## config.mk

```make
export PLATFORM = sky130hd
export DESIGN_NAME = gregorian_date_check_day_of_week_flat
export DESIGN_NICKNAME = d
export VERILOG_FILES = /design/src/gdc_pkg.sv /design/src/gdc_in_if.sv /design/src/gdc_out_if.sv /design/src/gdc_parse.sv /design/src/gdc_check.sv /design/src/gdc_weekday.sv /design/src/gregorian_date_check_day_of_week.sv /design/src/flat_wrapper.sv
export SDC_FILE = /design/constraint.sdc
export NUM_CORES = 1
export LEC_CHECK = 0
export BUFFER_PORTS_ARGS = -buffer_cell sky130_fd_sc_hd__buf_2
export CAP_MARGIN = 20
export CORE_MARGIN = 10
export CORE_UTILIZATION = 29
export CTS_CLUSTER_SIZE = 16
export DETAILED_ROUTE_END_ITERATION = 7
export SLEW_MARGIN = 20
export SYNTH_ARGS = -nofsm -noshare
export SYNTH_HDL_FRONTEND = slang
export SYNTH_SLANG_ARGS = --single-unit
```

## constraint.sdc

```tcl
create_clock -name clk -period 5.7 [get_ports clk]
set_input_delay 0.285 -clock clk [delete_from_list [all_inputs] [get_ports clk]]
set_output_delay 0.285 -clock clk [all_outputs]
set_load 0.02 [all_outputs]
```

## src/gdc_pkg.sv

```systemverilog
// Shared types, tables and helper functions for the Gregorian date checker.
`timescale 1ns / 1ps

package gdc_pkg;

    localparam logic [7:0] ASCII_ZERO = 8'h30;
    localparam logic [7:0] ASCII_NINE = 8'h39;

    // Month offsets for the weekday sum; index is the month number, unused codes give zero.
    localparam logic [2:0] MONTH_OFFSET [16] = '{
        3'd0, 3'd0, 3'd3, 3'd3, 3'd6, 3'd1, 3'd4, 3'd6,
        3'd2, 3'd5, 3'd0, 3'd3, 3'd5, 3'd0, 3'd0, 3'd0
    };

    // Stage one: characters checked and turned into two-digit numbers.
    typedef struct packed {
        logic       digits_ok;
        logic [6:0] day;
        logic [6:0] month;
        logic [6:0] year_hi;
        logic [6:0] year_lo;
    } gdc_parsed_t;

    // Stage two: flags settled, previous year split into centuries and years.
    typedef struct packed {
        logic       digit_err;
        logic       zero_err;
        logic       range_err;
        logic [2:0] month_adj;
        logic [4:0] day_m1;
        logic [6:0] prev_hi;
        logic [6:0] prev_lo;
    } gdc_checked_t;

    // Stage three: weekday sum before the reduction mod 7.
    typedef struct packed {
        logic       digit_err;
        logic       zero_err;
        logic       range_err;
        logic [9:0] sum;
    } gdc_summed_t;

    // Final result word.
    typedef struct packed {
        logic [2:0] weekday;
        logic       digit_error;
        logic       zero_error;
        logic       range_error;
        logic       valid_res;
    } gdc_result_t;

    function automatic logic is_digit(input logic [7:0] c);
        is_digit = (c >= ASCII_ZERO) && (c <= ASCII_NINE);
    endfunction

    // Value of two decimal characters; only meaningful when both are digits.
    function automatic logic [6:0] dec_pair(input logic [7:0] tens, input logic [7:0] units);
        dec_pair = ({3'b000, tens[3:0]} * 7'd10) + {3'b000, units[3:0]};
    endfunction

endpackage

```

## src/gdc_in_if.sv

```systemverilog
// Input channel carrying one date word as eight ASCII characters.
`timescale 1ns / 1ps

interface gdc_in_if;
    logic       valid;
    logic       ready;
    logic [7:0] day_tens_char;
    logic [7:0] day_units_char;
    logic [7:0] month_tens_char;
    logic [7:0] month_units_char;
    logic [7:0] year_thousands_char;
    logic [7:0] year_hundreds_char;
    logic [7:0] year_tens_char;
    logic [7:0] year_units_char;

    modport source (
        output valid, day_tens_char, day_units_char, month_tens_char, month_units_char,
               year_thousands_char, year_hundreds_char, year_tens_char, year_units_char,
        input  ready
    );
    modport sink (
        input  valid, day_tens_char, day_units_char, month_tens_char, month_units_char,
               year_thousands_char, year_hundreds_char, year_tens_char, year_units_char,
        output ready
    );
endinterface

```

## src/gdc_out_if.sv

```systemverilog
// Output channel carrying one result word: weekday and error flags.
`timescale 1ns / 1ps

interface gdc_out_if;
    logic       valid;
    logic       ready;
    logic [2:0] weekday;
    logic       digit_error;
    logic       zero_error;
    logic       range_error;
    logic       valid_res;

    modport source (
        output valid, weekday, digit_error, zero_error, range_error, valid_res,
        input  ready
    );
    modport sink (
        input  valid, weekday, digit_error, zero_error, range_error, valid_res,
        output ready
    );
endinterface

```

## src/gdc_parse.sv

```systemverilog
// First pipeline stage: character check and two-digit number forming.
`timescale 1ns / 1ps

module gdc_parse
    import gdc_pkg::*;
(
    input  logic         clk,
    input  logic         rst_n,
    input  logic         in_valid,
    output logic         in_ready,
    input  logic [7:0]   chars [8],
    output logic         out_valid,
    input  logic         out_ready,
    output gdc_parsed_t  out_data
);

    logic        valid_reg;
    gdc_parsed_t data_reg;
    gdc_parsed_t data_next;
    logic [7:0]  digit_flags;

    always_comb
    begin
        for (int i = 0; i < 8; i++)
        begin
            digit_flags[i] = is_digit(chars[i]);
        end
        data_next.digits_ok = &digit_flags;
        data_next.day       = dec_pair(chars[0], chars[1]);
        data_next.month     = dec_pair(chars[2], chars[3]);
        data_next.year_hi   = dec_pair(chars[4], chars[5]);
        data_next.year_lo   = dec_pair(chars[6], chars[7]);
    end

    assign in_ready = !valid_reg || out_ready;

    always_ff @(posedge clk or negedge rst_n)
    begin
        if (!rst_n)
        begin
            valid_reg <= 1'b0;
        end
        else if (in_ready)
        begin
            valid_reg <= in_valid;
        end
    end

    always_ff @(posedge clk)
    begin
        if (in_ready && in_valid)
        begin
            data_reg <= data_next;
        end
    end

    assign out_valid = valid_reg;
    assign out_data  = data_reg;

endmodule

```

## src/gdc_check.sv

```systemverilog
// Second pipeline stage: error flags, leap rule and previous-year split.
`timescale 1ns / 1ps

module gdc_check
    import gdc_pkg::*;
(
    input  logic         clk,
    input  logic         rst_n,
    input  logic         in_valid,
    output logic         in_ready,
    input  gdc_parsed_t  in_data,
    output logic         out_valid,
    input  logic         out_ready,
    output gdc_checked_t out_data
);

    logic         valid_reg;
    gdc_checked_t data_reg;
    gdc_checked_t data_next;
    logic         leap;
    logic         bad_range;
    logic         short_month;

    always_comb
    begin
        // The year is year_hi * 100 + year_lo, so the leap rule needs no division.
        leap = (in_data.year_lo[1:0] == 2'b00)
            && ((in_data.year_lo != 7'd0) || (in_data.year_hi[1:0] == 2'b00));

        short_month = (in_data.month == 7'd4) || (in_data.month == 7'd6)
                   || (in_data.month == 7'd9) || (in_data.month == 7'd11);

        if ((in_data.month > 7'd12) || (in_data.day > 7'd31))
        begin
            bad_range = 1'b1;
        end
        else if ((in_data.day > 7'd30) && short_month)
        begin
            bad_range = 1'b1;
        end
        else if (in_data.month == 7'd2)
        begin
            bad_range = in_data.day > (leap ? 7'd29 : 7'd28);
        end
        else
        begin
            bad_range = 1'b0;
        end

        data_next.digit_err = !in_data.digits_ok;
        data_next.zero_err  = in_data.digits_ok
            && ((in_data.day == 7'd0) || (in_data.month == 7'd0)
                || ((in_data.year_hi == 7'd0) && (in_data.year_lo == 7'd0)));
        data_next.range_err = in_data.digits_ok && bad_range;

        data_next.month_adj = MONTH_OFFSET[in_data.month[3:0]]
            + {2'b00, (leap && (in_data.month > 7'd2))};
        data_next.day_m1    = in_data.day[4:0] - 5'd1;

        // Previous year, split into hundreds and the remainder below one hundred.
        if (in_data.year_lo == 7'd0)
        begin
            data_next.prev_hi = in_data.year_hi - 7'd1;
            data_next.prev_lo = 7'd99;
        end
        else
        begin
            data_next.prev_hi = in_data.year_hi;
            data_next.prev_lo = in_data.year_lo - 7'd1;
        end
    end

    assign in_ready = !valid_reg || out_ready;

    always_ff @(posedge clk or negedge rst_n)
    begin
        if (!rst_n)
        begin
            valid_reg <= 1'b0;
        end
        else if (in_ready)
        begin
            valid_reg <= in_valid;
        end
    end

    always_ff @(posedge clk)
    begin
        if (in_ready && in_valid)
        begin
            data_reg <= data_next;
        end
    end

    assign out_valid = valid_reg;
    assign out_data  = data_reg;

endmodule

```

## src/gdc_weekday.sv

```systemverilog
// Third and fourth pipeline stages: weekday sum, reduction mod 7 and result register.
`timescale 1ns / 1ps

module gdc_weekday
    import gdc_pkg::*;
(
    input  logic         clk,
    input  logic         rst_n,
    input  logic         in_valid,
    output logic         in_ready,
    input  gdc_checked_t in_data,
    output logic         out_valid,
    input  logic         out_ready,
    output gdc_result_t  out_data
);

    logic        sum_valid_reg;
    gdc_summed_t sum_reg;
    gdc_summed_t sum_next;
    logic        sum_ready;

    logic        res_valid_reg;
    gdc_result_t res_reg;
    gdc_result_t res_next;

    logic [4:0]  fold_a;
    logic [3:0]  fold_b;
    logic [2:0]  residue;
    logic        date_ok;

    // With p = 100*hi + lo, the sum p%7 + p/4 - p/100 + p/400 is congruent
    // to 5*hi + lo + lo/4 + hi/4 modulo 7.
    always_comb
    begin
        sum_next.digit_err = in_data.digit_err;
        sum_next.zero_err  = in_data.zero_err;
        sum_next.range_err = in_data.range_err;
        sum_next.sum = ({3'b000, in_data.prev_hi} * 10'd5)
                     + {3'b000, in_data.prev_lo}
                     + {5'b00000, in_data.prev_lo[6:2]}
                     + {5'b00000, in_data.prev_hi[6:2]}
                     + {7'b0000000, in_data.month_adj}
                     + {5'b00000, in_data.day_m1};
    end

    // Eight is one modulo 7, so octal digits are added twice and one subtract finishes.
    always_comb
    begin
        fold_a  = {2'b00, sum_reg.sum[2:0]} + {2'b00, sum_reg.sum[5:3]}
                + {2'b00, sum_reg.sum[8:6]} + {4'b0000, sum_reg.sum[9]};
        fold_b  = {1'b0, fold_a[2:0]} + {2'b00, fold_a[4:3]};
        residue = (fold_b >= 4'd7) ? 3'(fold_b - 4'd7) : fold_b[2:0];
        date_ok = !sum_reg.digit_err && !sum_reg.zero_err && !sum_reg.range_err;

        res_next.weekday     = date_ok ? residue : 3'd0;
        res_next.digit_error = sum_reg.digit_err;
        res_next.zero_error  = sum_reg.zero_err;
        res_next.range_error = sum_reg.range_err;
        res_next.valid_res   = date_ok;
    end

    assign sum_ready = !res_valid_reg || out_ready;
    assign in_ready  = !sum_valid_reg || sum_ready;

    always_ff @(posedge clk or negedge rst_n)
    begin
        if (!rst_n)
        begin
            sum_valid_reg <= 1'b0;
            res_valid_reg <= 1'b0;
        end
        else
        begin
            if (in_ready)
            begin
                sum_valid_reg <= in_valid;
            end
            if (sum_ready)
            begin
                res_valid_reg <= sum_valid_reg;
            end
        end
    end

    always_ff @(posedge clk)
    begin
        if (in_ready && in_valid)
        begin
            sum_reg <= sum_next;
        end
        if (sum_ready && sum_valid_reg)
        begin
            res_reg <= res_next;
        end
    end

    assign out_valid = res_valid_reg;
    assign out_data  = res_reg;

endmodule

```

## src/gregorian_date_check_day_of_week.sv

```systemverilog
// Top level of the Gregorian date checker and day-of-week pipeline.
`timescale 1ns / 1ps

// This block takes a date word of eight ASCII characters (day, month, four-digit
// year) and returns one result word per date: the weekday from Monday 0 to
// Sunday 6 on the proleptic Gregorian calendar, plus flags for a non-digit
// character, a zero day, month or year, and a day or month out of range. When
// any flag is set, valid_res is low and the weekday reads 0. The zero and range
// flags are only raised when all eight characters are digits, and both may be
// set together. The datapath is a four-stage pipeline: character check and
// two-digit forming, error flags and leap rule, weekday sum, and the reduction
// mod 7 into the result register. A new word is taken every cycle while the
// output does not stall. Each stage holds its own valid bit and accepts a word
// whenever it is empty or its word moves on, so a stall on the output fills
// bubbles before it stops the input. The block holds no state besides the
// pipeline and needs no initialization after reset.

module gregorian_date_check_day_of_week
    import gdc_pkg::*;
(
    input  logic            clk,
    input  logic            rst_n,
    gdc_in_if.sink          date_in,
    gdc_out_if.source       result_out
);

    logic [7:0]   chars [8];

    logic         parse_valid;
    logic         parse_ready;
    gdc_parsed_t  parse_data;

    logic         check_valid;
    logic         check_ready;
    gdc_checked_t check_data;

    gdc_result_t  result;

    // Character order follows the written date: day, month, then year from the top digit.
    assign chars[0] = date_in.day_tens_char;
    assign chars[1] = date_in.day_units_char;
    assign chars[2] = date_in.month_tens_char;
    assign chars[3] = date_in.month_units_char;
    assign chars[4] = date_in.year_thousands_char;
    assign chars[5] = date_in.year_hundreds_char;
    assign chars[6] = date_in.year_tens_char;
    assign chars[7] = date_in.year_units_char;

    gdc_parse u_parse (
        .clk       (clk),
        .rst_n     (rst_n),
        .in_valid  (date_in.valid),
        .in_ready  (date_in.ready),
        .chars     (chars),
        .out_valid (parse_valid),
        .out_ready (parse_ready),
        .out_data  (parse_data)
    );

    gdc_check u_check (
        .clk       (clk),
        .rst_n     (rst_n),
        .in_valid  (parse_valid),
        .in_ready  (parse_ready),
        .in_data   (parse_data),
        .out_valid (check_valid),
        .out_ready (check_ready),
        .out_data  (check_data)
    );

    // The last stage is the output register, so nothing combinational reaches the result port.
    gdc_weekday u_weekday (
        .clk       (clk),
        .rst_n     (rst_n),
        .in_valid  (check_valid),
        .in_ready  (check_ready),
        .in_data   (check_data),
        .out_valid (result_out.valid),
        .out_ready (result_out.ready),
        .out_data  (result)
    );

    assign result_out.weekday     = result.weekday;
    assign result_out.digit_error = result.digit_error;
    assign result_out.zero_error  = result.zero_error;
    assign result_out.range_error = result.range_error;
    assign result_out.valid_res   = result.valid_res;

endmodule

```

## src/flat_wrapper.sv

```systemverilog
// flat-port wrapper written by rule: the top's interface ports become plain ports
module gregorian_date_check_day_of_week_flat import gdc_pkg::*;
  (clk, rst_n, date_in_valid, date_in_day_tens_char, date_in_day_units_char, date_in_month_tens_char, date_in_month_units_char, date_in_year_thousands_char, date_in_year_hundreds_char, date_in_year_tens_char, date_in_year_units_char, date_in_ready, result_out_valid, result_out_weekday, result_out_digit_error, result_out_zero_error, result_out_range_error, result_out_valid_res, result_out_ready);
  gdc_in_if date_in_i ();
  gdc_out_if result_out_i ();
  input  logic clk;
  input  logic rst_n;
  input wire logic [$bits(date_in_i.valid)-1:0] date_in_valid;
  input wire logic [$bits(date_in_i.day_tens_char)-1:0] date_in_day_tens_char;
  input wire logic [$bits(date_in_i.day_units_char)-1:0] date_in_day_units_char;
  input wire logic [$bits(date_in_i.month_tens_char)-1:0] date_in_month_tens_char;
  input wire logic [$bits(date_in_i.month_units_char)-1:0] date_in_month_units_char;
  input wire logic [$bits(date_in_i.year_thousands_char)-1:0] date_in_year_thousands_char;
  input wire logic [$bits(date_in_i.year_hundreds_char)-1:0] date_in_year_hundreds_char;
  input wire logic [$bits(date_in_i.year_tens_char)-1:0] date_in_year_tens_char;
  input wire logic [$bits(date_in_i.year_units_char)-1:0] date_in_year_units_char;
  output wire logic [$bits(date_in_i.ready)-1:0] date_in_ready;
  output wire logic [$bits(result_out_i.valid)-1:0] result_out_valid;
  output wire logic [$bits(result_out_i.weekday)-1:0] result_out_weekday;
  output wire logic [$bits(result_out_i.digit_error)-1:0] result_out_digit_error;
  output wire logic [$bits(result_out_i.zero_error)-1:0] result_out_zero_error;
  output wire logic [$bits(result_out_i.range_error)-1:0] result_out_range_error;
  output wire logic [$bits(result_out_i.valid_res)-1:0] result_out_valid_res;
  input wire logic [$bits(result_out_i.ready)-1:0] result_out_ready;
  assign date_in_i.valid = date_in_valid;
  assign date_in_i.day_tens_char = date_in_day_tens_char;
  assign date_in_i.day_units_char = date_in_day_units_char;
  assign date_in_i.month_tens_char = date_in_month_tens_char;
  assign date_in_i.month_units_char = date_in_month_units_char;
  assign date_in_i.year_thousands_char = date_in_year_thousands_char;
  assign date_in_i.year_hundreds_char = date_in_year_hundreds_char;
  assign date_in_i.year_tens_char = date_in_year_tens_char;
  assign date_in_i.year_units_char = date_in_year_units_char;
  assign date_in_ready = date_in_i.ready;
  assign result_out_valid = result_out_i.valid;
  assign result_out_weekday = result_out_i.weekday;
  assign result_out_digit_error = result_out_i.digit_error;
  assign result_out_zero_error = result_out_i.zero_error;
  assign result_out_range_error = result_out_i.range_error;
  assign result_out_valid_res = result_out_i.valid_res;
  assign result_out_i.ready = result_out_ready;
  gregorian_date_check_day_of_week u_core (.clk(clk), .rst_n(rst_n), .date_in(date_in_i), .result_out(result_out_i));
endmodule
```

==> summary.md <==
| Metric | Value |
|---|---|
| Status | `completed` |
| Share of the synthesized area in the top cell type | `0.400` |
| Share of total power in sequential cells | `0.250` |
| Largest net degree at the start of global routing | `30` |
| FP Rows | `50` |
| CP required | `5.78 ns` |
| Seq cells post-synth | `78` |
| Filler Cell Count | `1875` |
| DRC Markers | `0` |
| Post-CTS setup buffer count | `0` |
| Core region area | `18800 sq um` |
| Synth cell count leaders | `inv_1, edfxtp_1, ha_1` |
| Pint | `2.21 mW` |
| H-tree depth | `3` |
| CP endpoint kind | `flip-flop` |
| Sequential fraction of the synthesis area | `0.418` |
| Ports | `77` |
| Die W | `158 um` |
| Clock transition at the registers of the reported paths | `0.06 ns` |
| Final Cell Area | `6540 sq um` |
| Max Clock Freq | `247 MHz` |
| Worst-path maximum fanout | `3` |
| WL/cell | `12.5 um` |
| Worst skew pair latency | `0.34 ns` |
| Post-synth EDFFs | `74` |
| Final setup fails | `0` |
| Die height | `158 um` |
| Overflow after GRT | `0` |
| Post-Syn Area | `5560 sq um` |
| Drt first pass iters | `5` |
| Clk_skew | `0.00510 ns` |
| Logic pwr share | `0.600` |
| Critical path arrival | `4.12 ns` |
| Distinct cells, synth | `47` |
| Max-cap violations | `0` |
| Synth warnings | `0` |
| ANT cells | `0` |
| Power Density | `565 nW/um^2` |
| CTS Buffer Depth | `2` |
| Hold_ws | `0.125 ns` |
| Most instantiated library cell after synthesis | `inv_1` |
| GP Congestion | `0.849` |
| Slew HR | `0.580` |
| Total Wirelength | `10.0 mm` |
| Reg2Reg Depth | `13` |
| WS Path Type | `reg -> reg` |
| Setup TNS | `0 ns` |
| Max-slew violation count | `0` |
| Placed inst area | `6220 sq um` |
| Dominant cells by area after synthesis | `edfxtp_1, ha_1, fa_1, inv_1, xnor2_1` |
| # port buffers | `76` |
| Vias in the first global route | `3953` |
| GRT Overall Usage | `0.0858` |
| Net Switching | `1.49 mW` |
| Hold Path Stages | `1` |
| # hold bufs at CTS | `1` |
| Async SR Flop Fraction | `0.0513` |
| Antenna violations before repair | `0` |
| Clk pwr share | `0.150` |
| Final critical-path required period | `4.04 ns` |
| First-pass GRT wire length | `17.4 mm` |
| Nets | `736` |
| CTS buffer count | `9` |
| Startpoint types | `flip-flop` |
| Actual slew at the worst max-slew pin | `0.629 ns` |
| Power Total | `3.70 mW` |
| 1st-iter DRT viols | `103` |
| Final period util | `0.709` |
| RSZ-0062 raised after global routing | `no` |
| Sw frac | `0.403` |
| Final hold vios | `0` |
| Layout cells sized above 1 | `0.174` |
| Hold crit path type | `in -> reg` |
| Syn Area/Cell | `11.7 sq um` |
| Synth Flop Type | `edfxtp_1` |
| Via Count | `3621` |
| Die area | `25100 sq um` |
| Max IR drop VDD | `0.000296 V` |
| Post-CTS sizing | `0` |
| Max reg flops | `29` |
| Syn-to-layout area delta | `17.7%` |
| Total clock sinks | `78` |
| Root Buffer | `clkbuf_16` |
| Detailed-route vias per instance | `4.51` |
| Post-route ant nets | `0` |
| Syn nets | `648` |
| P_leak | `2.89 nW` |
| Synth Instances | `476` |
| CTS tree | `done` |
| Starting density of the core | `0.296` |
| DP HPWL | `8.67 mm` |
| Largest area contributor in the netlist | `edfxtp_1` |
-- kinds of logic (layout without fill, tap and decap cells) --
group	count (synthesis)	count (layout)	synth area share
AND/OR/NAND/NOR	111	111	0.108
adder cells (fa/ha/maj)	104	104	0.283
buffers and inverters	87	180	0.0601
flip-flops	78	78	0.418
AO/OA/AOI/OAI	53	53	0.0603
XOR/XNOR	40	40	0.0630
multiplexers	3	3	0.00766
-- placed cells by master (no fill, tap or decap), types with 10 or more instances in the layout --
cell type / n
inv_1: 85
buf_2: 76
edfxtp_1: 74
ha_1: 68
fa_1: 36
xnor2_1: 30
nand2_1: 25
nor2_1: 23
o21ai_0: 17
a21oi_1: 13
nor3_1: 13
xor2_1: 10
-- power groups by stage --
stage,combinational (mW),clock [mW],sequential (mW)
2_1_floorplan,1.75,0,0.937
3_3_place_gp,2.11,0,0.933
3_5_place_dp,2.22,0,0.938
4_1_cts,2.24,0.574,0.926
5_1_grt,2.57,0.602,0.936
6_report,2.22,0.555,0.923
-- critical path, cell delays in order (launching register included) --
cell	delay (ns)
edfxtp_1	0.44
inv_1	0.10
fa_1	0.43
fa_1	0.49
inv_1	0.05
fa_1	0.53
inv_1	0.05
fa_1	0.59
inv_1	0.06
ha_1	0.29
a21oi_1	0.18
o211ai_1	0.15
o41ai_1	0.33
xnor2_1	0.11
-- path summary, 6_finish.rpt --
check                                                      start                                         end  slack [ns]
min reg2reg                u_core.u_check.out_data[24]$_DFFE_PP_      u_core.u_weekday.res_next[3]$_DFFE_PP_        0.42
max reg2reg                u_core.u_check.out_data[12]$_DFFE_PP_       u_core.u_weekday.sum_reg[9]$_DFFE_PP_        1.66
min in group asynchronous                                  rst_n        u_core.u_parse.out_valid$_DFFE_PN0N_        0.28
min                                  date_in_month_units_char[0]       u_core.u_parse.out_data[14]$_DFFE_PP_        0.12
max                        u_core.u_check.out_data[12]$_DFFE_PP_       u_core.u_weekday.sum_reg[9]$_DFFE_PP_        1.66
max in group asynchronous                                  rst_n  u_core.u_weekday.sum_valid_reg$_DFFE_PN0P_        5.30
-- through the flow --
stage	cells	setup WS [ns]	utilization
detailed placement	785	1.65	0.332
floorplan	476	1.86	-
global route	803	1.40	0.348
finish	803	1.66	0.348
CTS	802	1.63	0.348
global placement	785	1.74	0.332
-- per-layer routing --
metal / vias to the layer above / global-route usage / wire, um
met3: 13 / 0.0343 / 699
li1: 1802 / - / -
met1: 1705 / 0.0955 / 4270
met2: 101 / 0.147 / 4900
met5: - / 0 / 0
met4: 0 / 0.0282 / 137
-- cell type report --
type                            count  area [sq um]  share of cell area
Sequential cell                    78          2320               0.355
Clock buffer                       11           233              0.0356
Timing Repair Buffer               79           413              0.0631
Clock inverter                      5          60.1             0.00918
Inverter                           85           319              0.0488
Multi-Input combinational cell    311          2900               0.443
Tap cell                          234           293              0.0448
Note: power is estimated with default switching activity, not from simulation.
